File: src/vcm_pkg.sv
// Shared types and constants for the velocity colour map block.
package vcm_pkg;

  // Selector codes carried with each input item
  localparam logic [1:0] FUNC_CLEAR  = 2'd0;
  localparam logic [1:0] FUNC_GATHER = 2'd1;
  localparam logic [1:0] FUNC_MAP    = 2'd2;

  // Colour channel width and quotient bits produced per division
  localparam int unsigned QUOT_WIDTH = 8;
  localparam logic [QUOT_WIDTH-1:0] CHAN_FULL = 8'd255;
  localparam logic [QUOT_WIDTH-1:0] CHAN_ZERO = 8'd0;

  typedef enum logic [2:0] {
    ST_IDLE,
    ST_DIFF,
    ST_CLAMP,
    ST_LOAD,
    ST_DIV,
    ST_DONE
  } vcm_state_e;

  // Control from the sequencer to the divider lanes
  typedef struct packed {
    logic load;
    logic step;
  } vcm_div_ctrl_t;

endpackage

File: src/vcm_div_lane.sv
// Bit-serial restoring divider lane: one quotient bit per step, quotient below 256.
module vcm_div_lane #(
  parameter int unsigned DIV_WIDTH = 16,
  parameter int unsigned NUM_WIDTH = 25
) (
  input  logic                               clk_i,
  input  logic                               rst_ni,
  input  vcm_pkg::vcm_div_ctrl_t             ctrl_i,
  input  logic [NUM_WIDTH-1:0]               num_i,
  input  logic [DIV_WIDTH-1:0]               div_i,
  output logic [vcm_pkg::QUOT_WIDTH-1:0]     quot_o
);

  logic [NUM_WIDTH-1:0]           rem_q, rem_d;
  logic [NUM_WIDTH-1:0]           dv_q, dv_d;
  logic [vcm_pkg::QUOT_WIDTH-1:0] quot_q, quot_d;
  logic [NUM_WIDTH:0]             diff;
  logic                           fits;

  // trial subtract of the divisor aligned to the current quotient bit
  assign diff = {1'b0, rem_q} - {1'b0, dv_q};
  assign fits = ~diff[NUM_WIDTH];

  always_comb begin
    rem_d  = rem_q;
    dv_d   = dv_q;
    quot_d = quot_q;
    if (ctrl_i.load) begin
      rem_d  = num_i;
      dv_d   = NUM_WIDTH'(div_i) << (vcm_pkg::QUOT_WIDTH - 1);
      quot_d = '0;
    end else if (ctrl_i.step) begin
      rem_d  = fits ? diff[NUM_WIDTH-1:0] : rem_q;
      dv_d   = dv_q >> 1;
      quot_d = {quot_q[vcm_pkg::QUOT_WIDTH-2:0], fits};
    end
  end

  always_ff @(posedge clk_i or negedge rst_ni) begin
    if (!rst_ni) begin
      rem_q  <= '0;
      dv_q   <= '0;
      quot_q <= '0;
    end else begin
      rem_q  <= rem_d;
      dv_q   <= dv_d;
      quot_q <= quot_d;
    end
  end

  assign quot_o = quot_q;

endmodule

File: src/velocity_colour_map_core.sv
// Top level: min/max tracking and blue-green-red colour mapping of flow cells.
//
//  channel  | dir | tdata                       | tuser
//  s_axis   | in  | velocity                    | func[1:0], is_fluid[2]
//  m_axis   | out | blue[7:0] green[15:8] red[23:16] | -
//
// Clear, gather and unused items are taken in idle and leave the sequencer there.
// A map item is taken in idle, then passes three setup states (range, clamp,
// numerators), the divide steps of the two bit-serial divider lanes and a hand-off
// state that waits on the output register; no new item is taken until idle again.
// Reset sets minimum to the most positive and maximum to the most negative value.
// A finished pixel waits in the output register; only a second pixel stalls on it.
module velocity_colour_map_core #(
  parameter int unsigned VELOCITY_WIDTH = 16
) (
  input  logic                                      clk_i,
  input  logic                                      rst_ni,
  input  logic                                      s_axis_tvalid_i,
  output logic                                      s_axis_tready_o,
  // velocity, zero padded to whole bytes
  input  logic [((VELOCITY_WIDTH+7)/8)*8-1:0]       s_axis_tdata_i,
  // func[1:0], is_fluid[2]
  input  logic [2:0]                                s_axis_tuser_i,
  output logic                                      m_axis_tvalid_o,
  input  logic                                      m_axis_tready_i,
  // blue[7:0], green[15:8], red[23:16]
  output logic [3*vcm_pkg::QUOT_WIDTH-1:0]          m_axis_tdata_o
);

  localparam int unsigned VW = VELOCITY_WIDTH;
  localparam int unsigned NW = VELOCITY_WIDTH + 9;
  localparam int unsigned QW = vcm_pkg::QUOT_WIDTH;
  localparam logic signed [VW-1:0] VEL_MAX = {1'b0, {(VW-1){1'b1}}};
  localparam logic signed [VW-1:0] VEL_MIN = {1'b1, {(VW-1){1'b0}}};

  vcm_pkg::vcm_state_e state_q, state_d;

  logic                   in_acc;
  logic [1:0]             in_func;
  logic                   in_fluid;
  logic signed [VW-1:0]   in_vel;

  logic signed [VW-1:0]   lo_q, lo_d, hi_q, hi_d;
  logic signed [VW-1:0]   vel_q;
  logic                   fluid_q;
  logic signed [VW:0]     rs_q, ds_q;
  logic [VW-1:0]          r_q, d_q;
  logic                   lower_q, empty_q;
  logic [2:0]             cnt_q;

  logic [VW-1:0]          d_clamp;
  logic [VW:0]            x_a, x_b;
  logic [NW-1:0]          ext_a, ext_b, num_a, num_b;
  logic [QW-1:0]          quot_a, quot_b;

  logic                   out_load;
  logic                   m_valid_q;
  logic [3*QW-1:0]        m_data_q, m_data_d;
  vcm_pkg::vcm_div_ctrl_t div_ctrl;

  assign in_func  = s_axis_tuser_i[1:0];
  assign in_fluid = s_axis_tuser_i[2];
  assign in_vel   = s_axis_tdata_i[VW-1:0];
  assign in_acc   = s_axis_tvalid_i && s_axis_tready_o;

  // ---------------- sequencer ----------------
  always_comb begin
    state_d = state_q;
    unique case (state_q)
      vcm_pkg::ST_IDLE: begin
        if (in_acc && in_func == vcm_pkg::FUNC_MAP) state_d = vcm_pkg::ST_DIFF;
      end
      vcm_pkg::ST_DIFF:  state_d = vcm_pkg::ST_CLAMP;
      vcm_pkg::ST_CLAMP: state_d = vcm_pkg::ST_LOAD;
      vcm_pkg::ST_LOAD:  state_d = vcm_pkg::ST_DIV;
      vcm_pkg::ST_DIV: begin
        if (cnt_q == 3'd7) state_d = vcm_pkg::ST_DONE;
      end
      vcm_pkg::ST_DONE: begin
        if (!m_valid_q || m_axis_tready_i) state_d = vcm_pkg::ST_IDLE;
      end
      default: state_d = vcm_pkg::ST_IDLE;
    endcase
  end

  always_comb begin
    s_axis_tready_o = 1'b0;
    div_ctrl        = '0;
    out_load        = 1'b0;
    unique case (state_q)
      vcm_pkg::ST_IDLE: s_axis_tready_o = 1'b1;
      vcm_pkg::ST_LOAD: div_ctrl.load = 1'b1;
      vcm_pkg::ST_DIV:  div_ctrl.step = 1'b1;
      vcm_pkg::ST_DONE: out_load = !m_valid_q || m_axis_tready_i;
      default: ;
    endcase
  end

  always_ff @(posedge clk_i or negedge rst_ni) begin
    if (!rst_ni) begin
      state_q <= vcm_pkg::ST_IDLE;
      cnt_q   <= '0;
    end else begin
      state_q <= state_d;
      if (div_ctrl.load)      cnt_q <= '0;
      else if (div_ctrl.step) cnt_q <= cnt_q + 3'd1;
    end
  end

  // ---------------- statistics ----------------
  always_comb begin
    lo_d = lo_q;
    hi_d = hi_q;
    if (in_acc) begin
      if (in_func == vcm_pkg::FUNC_CLEAR) begin
        lo_d = VEL_MAX;
        hi_d = VEL_MIN;
      end else if (in_func == vcm_pkg::FUNC_GATHER && in_fluid) begin
        if (in_vel < lo_q) lo_d = in_vel;
        if (in_vel > hi_q) hi_d = in_vel;
      end
    end
  end

  always_ff @(posedge clk_i or negedge rst_ni) begin
    if (!rst_ni) begin
      lo_q <= VEL_MAX;
      hi_q <= VEL_MIN;
    end else begin
      lo_q <= lo_d;
      hi_q <= hi_d;
    end
  end

  // ---------------- map datapath ----------------
  always_comb begin
    if (ds_q < 0)          d_clamp = '0;
    else if (ds_q > rs_q)  d_clamp = rs_q[VW-1:0];
    else                   d_clamp = ds_q[VW-1:0];
  end

  // lower half: blue = 255(r-2d)/r, green = 510d/r
  // upper half: green = 510(r-d)/r, red = 255(2d-r)/r
  always_comb begin
    if (lower_q) begin
      x_a = {1'b0, r_q} - {d_q, 1'b0};
      x_b = {1'b0, d_q};
    end else begin
      x_a = {1'b0, r_q} - {1'b0, d_q};
      x_b = {d_q, 1'b0} - {1'b0, r_q};
    end
    ext_a = NW'(x_a);
    ext_b = NW'(x_b);
    num_a = lower_q ? (ext_a << 8) - ext_a : (ext_a << 9) - (ext_a << 1);
    num_b = lower_q ? (ext_b << 9) - (ext_b << 1) : (ext_b << 8) - ext_b;
  end

  always_ff @(posedge clk_i) begin
    if (in_acc) begin
      vel_q   <= in_vel;
      fluid_q <= in_fluid;
    end
    if (state_q == vcm_pkg::ST_DIFF) begin
      rs_q <= {hi_q[VW-1], hi_q} - {lo_q[VW-1], lo_q};
      ds_q <= {vel_q[VW-1], vel_q} - {lo_q[VW-1], lo_q};
    end
    if (state_q == vcm_pkg::ST_CLAMP) begin
      empty_q <= (rs_q <= 0);
      r_q     <= rs_q[VW-1:0];
      d_q     <= d_clamp;
      lower_q <= ({d_clamp, 1'b0} <= {1'b0, rs_q[VW-1:0]});
    end
  end

  vcm_div_lane #(
    .DIV_WIDTH (VW),
    .NUM_WIDTH (NW)
  ) u_lane_a (
    .clk_i  (clk_i),
    .rst_ni (rst_ni),
    .ctrl_i (div_ctrl),
    .num_i  (num_a),
    .div_i  (r_q),
    .quot_o (quot_a)
  );

  vcm_div_lane #(
    .DIV_WIDTH (VW),
    .NUM_WIDTH (NW)
  ) u_lane_b (
    .clk_i  (clk_i),
    .rst_ni (rst_ni),
    .ctrl_i (div_ctrl),
    .num_i  (num_b),
    .div_i  (r_q),
    .quot_o (quot_b)
  );

  // ---------------- output register ----------------
  always_comb begin
    if (!fluid_q)     m_data_d = {vcm_pkg::CHAN_ZERO, vcm_pkg::CHAN_ZERO, vcm_pkg::CHAN_ZERO};
    else if (empty_q) m_data_d = {vcm_pkg::CHAN_ZERO, vcm_pkg::CHAN_ZERO, vcm_pkg::CHAN_FULL};
    else if (lower_q) m_data_d = {vcm_pkg::CHAN_ZERO, quot_b, quot_a};
    else              m_data_d = {quot_b, quot_a, vcm_pkg::CHAN_ZERO};
  end

  always_ff @(posedge clk_i or negedge rst_ni) begin
    if (!rst_ni) begin
      m_valid_q <= 1'b0;
    end else if (out_load) begin
      m_valid_q <= 1'b1;
    end else if (m_axis_tready_i) begin
      m_valid_q <= 1'b0;
    end
  end

  always_ff @(posedge clk_i) begin
    if (out_load) m_data_q <= m_data_d;
  end

  assign m_axis_tvalid_o = m_valid_q;
  assign m_axis_tdata_o  = m_data_q;

endmodule
File: config.mk
export PLATFORM = sky130hd
export DESIGN_NAME = velocity_colour_map_core
export DESIGN_NICKNAME = d
export VERILOG_FILES = /design/src/vcm_pkg.sv /design/src/vcm_div_lane.sv /design/src/velocity_colour_map_core.sv
export SDC_FILE = /design/constraint.sdc
export NUM_CORES = 1
export LEC_CHECK = 0
export BUFFER_PORTS_ARGS = -buffer_cell sky130_fd_sc_hd__buf_2
export CORE_MARGIN = 5
export CORE_UTILIZATION = 25
export CTS_CLUSTER_DIAMETER = 40
export DETAILED_ROUTE_END_ITERATION = 10
export SETUP_SLACK_MARGIN = 0.1
export SKIP_LAST_GASP = 1
export SLEW_MARGIN = 20
export SYNTH_ARGS = -nofsm -noshare
export SYNTH_HDL_FRONTEND = slang
export SYNTH_SLANG_ARGS = --single-unit
File: constraint.sdc
create_clock -name clk_i -period 8.8 [get_ports clk_i]
set_input_delay 1.76 -clock clk_i [delete_from_list [all_inputs] [get_ports clk_i]]
set_output_delay 1.76 -clock clk_i [all_outputs]
set_load 0.02 [all_outputs]
==> flow_metrics.tcl <==
set metrics [dict create \
    final_cells 3244 \
    ctsLongestPathBuffers 3 \
    finalHoldViolations 0 \
    clkTransAtPathRegs_ns 0.06 \
    postSynthCellCount 2151 \
    area_delta_synth_final_pct 14.05 \
    synth_nets 2390 \
    final.period_utilization_pct 64.02 \
    ys.flop_type "dfrtp_1" \
    async_reset_ff_share_pct 54.01 \
    portBuffers 48 \
    avgSynthCellArea_um2 8.977 \
    clock_latency_ns 0.54 \
    critPathArrivalTime_ns 6.02 \
    worstReg2RegStart "r_q[1]" \
    final_util_pct 28.57 \
    setup_viol 0 \
    timing.setup.tns_ns 0 \
    postCtsSetupBuffers 0 \
    cts_made_buffers 42 \
    place_area_um2 20640 \
    place_hpwl_mm 40.00 \
    synth.distinct_cells 92 \
    cts.sinks 237 \
    yosysSeqAreaShare_pct 33.64 \
    start_kind "flop" \
    start_util_pct 25.05 \
    vias 15690 \
    hp-start "u_lane_a.dv_q[5]" \
    outcome "completed" \
    first_iter_violations 876 \
    yosys_warnings 0 \
    fp.dieH_um 287.9 \
    synth-edff-count 109 \
    fmaxAchievable_ghz 0.1775 \
    grt_pass1_vias 15470 \
    worstSetupPathType "reg -> reg" \
    whs_endpoint "u_lane_a.dv_q[5]" \
    antenna_found_initial 1 \
    die_w_um 287.9 \
    routed_via_density 4.837 \
    diodes 0 \
    grt_pass1_wl_mm 83.66 \
    hold_class "reg -> reg" \
    wirelength_mm 52.18 \
    core_um2 77080 \
    r2r_end "u_lane_a.rem_q[22]" \
    ys_ff_latch 237 \
    final_cell_area_um2 22020 \
    end_kind "flop" \
    drive_gt1_share_pct 8.621 \
    ff2ff_path_depth 21 \
    skew_ns 0.01361 \
    dieArea_um2 82900 \
    root_buffer "clkbuf_16" \
    routedWlPerCell_um 16.08 \
    drv_cap 0 \
    grtUsageTotal_pct 12.33 \
    drcViolationCount 0 \
    worst-r2r-setup-slack_ns 3.17 \
    hold_depth 2 \
    rows 102 \
    grt_setup_unrepaired "no" \
    cts_tree "built" \
    worst_pin_slew_ns 1.089 \
    required_ns 9.18 \
    dr.pass1.iters 5 \
    overflow 0 \
    grt_max_degree 71 \
    num-nets-final 2412 \
    relSlewSlack_pct 27.31 \
    cts_max_level 2 \
    finalWeightedCongestion 0.9009 \
    drv_slew 0 \
    dpl.cell_count 3169 \
    final_antenna_net_count 0 \
    cts.repair.resized 0 \
    path_max_fanout 6 \
    filler_cell_count 8222 \
    cts_hold_buf 0 \
    syn-cell-area_um2 19310 \
    io_pins 49 \
    min_period_ns 5.633 \
]
[cell usage in the layout (no fill, tap or decap), types with 40 or more instances in the layout]
cell	synthesis	layout
buf_2	12	47
mux2i_1	81	81
dfrtp_1	112	112
inv_1	158	157
ha_1	209	209
nand3_1	40	40
nor3_1	40	40
a211oi_1	61	61
a21o_1	56	56
nand2_1	157	157
xnor2_1	84	84
nor2_1	210	207
nor2b_1	61	61
o21ai_0	111	111
a21oi_1	150	150
clkbuf_16	0	42
edfxtp_1	109	109
[worst max path at each step]
stage	cells after the start	slack, ns	start	end
after floorplan	21	4.07	r_q[1]	u_lane_a.rem_q[24]
after global placement	21	3.35	r_q[1]	u_lane_a.rem_q[22]
after detailed placement	21	3.25	r_q[1]	u_lane_a.rem_q[22]
after CTS	21	3.20	r_q[1]	u_lane_a.rem_q[22]
after global routing	21	2.64	r_q[1]	u_lane_a.rem_q[24]
final	21	3.17	r_q[1]	u_lane_a.rem_q[22]
[cells by family (layout without fill, tap and decap cells)]
family / Yosys count / count (layout) / synth area share, %
buf+inv: 242 / 295 / 4.866
flops: 237 / 237 / 33.64
simple gates: 639 / 639 / 15.84
xor+xnor: 123 / 123 / 5.579
mux: 87 / 87 / 4.607
compound gates: 607 / 607 / 21.19
fa+ha+maj: 216 / 216 / 14.27
[sequential cells by signal (all words and copies together) (netlist names), 3 cells and up]
name	count
u_lane_a.rem_q	25
u_lane_b.rem_q	25
m_axis_tdata_o	24
u_lane_a.dv_q	22
ds_q	17
rs_q	17
d_q	16
hi_q	16
lo_q	16
r_q	16
vel_q	16
u_lane_a.quot_o	8
u_lane_b.quot_o	8
cnt_q	3
state_q	3
[synth_stat cells, drive strengths merged, types with 18 or more instances]
master | instances | area share, %
mux2i | 82 | 4.3
edfxtp | 109 | 17
and2 | 19 | 0.62
inv | 158 | 3.1
a21o | 56 | 2.2
clkbuf | 60 | 1.2
buf | 23 | 0.60
dfrtp | 112 | 15
nor2 | 210 | 4.1
nand3 | 41 | 1.1
nand2b | 25 | 0.81
ha | 209 | 14
o21ai | 119 | 3.1
nand2 | 157 | 3.1
xnor2 | 84 | 3.8
o21a | 35 | 1.4
xor2 | 39 | 1.8
o211ai | 18 | 0.75
a31oi | 18 | 0.62
a211oi | 64 | 2.6
nor3 | 40 | 1.0
a21oi | 152 | 4.0
nor2b | 61 | 2.0
[layer usage]
| layer | global-route usage (%) | routed length [um] | vias up |
|---|---|---|---|
| li1 | - | - | 7852 |
| met1 | 16.96 | 24920 | 7458 |
| met2 | 20.13 | 23740 | 305 |
| met3 | 1.774 | 2066 | 77 |
| met4 | 3.690 | 1457 | 0 |
| met5 | 0 | 0 | - |
[critical path, stage by stage (launching register included)]
cell	delay (ns)
edfxtp_1	0.49
inv_1	0.15
ha_1	0.19
inv_1	0.06
fa_1	0.40
a211oi_1	0.44
o211ai_1	0.26
a31oi_1	0.29
o21ai_0	0.13
o22ai_1	0.21
xnor2_1	0.11
nand2_1	0.12
a21boi_0	0.44
ha_1	0.39
a21o_1	0.22
a21o_1	0.20
a2111oi_0	0.48
o211ai_1	0.27
nor2_1	0.29
xnor2_1	0.10
o22ai_1	0.17
a21oi_1	0.06
[stage by stage]
stage	setup slack, ns	hold slack, ns
after floorplan	4.073	0.4498
after global routing	2.637	0.5057
after CTS	3.196	0.4821
after global placement	3.348	0.4651
after detailed placement	3.247	0.4702
final	3.167	0.4778
[layout make-up]
cell class | instances | area [um^2] | share of cell area (%)
Multi-Input combinational cell | 1672 | 11900 | 54.04
Sequential cell | 237 | 6496 | 29.50
Tap cell | 1040 | 1301 | 5.908
Clock buffer | 49 | 1087 | 4.937
Inverter | 159 | 598.1 | 2.716
Timing Repair Buffer | 61 | 347.8 | 1.579
Clock inverter | 26 | 291.5 | 1.324
Power is not shown: default switching activity piles up to over one toggle a cycle in this logic, so the estimate is an artifact.
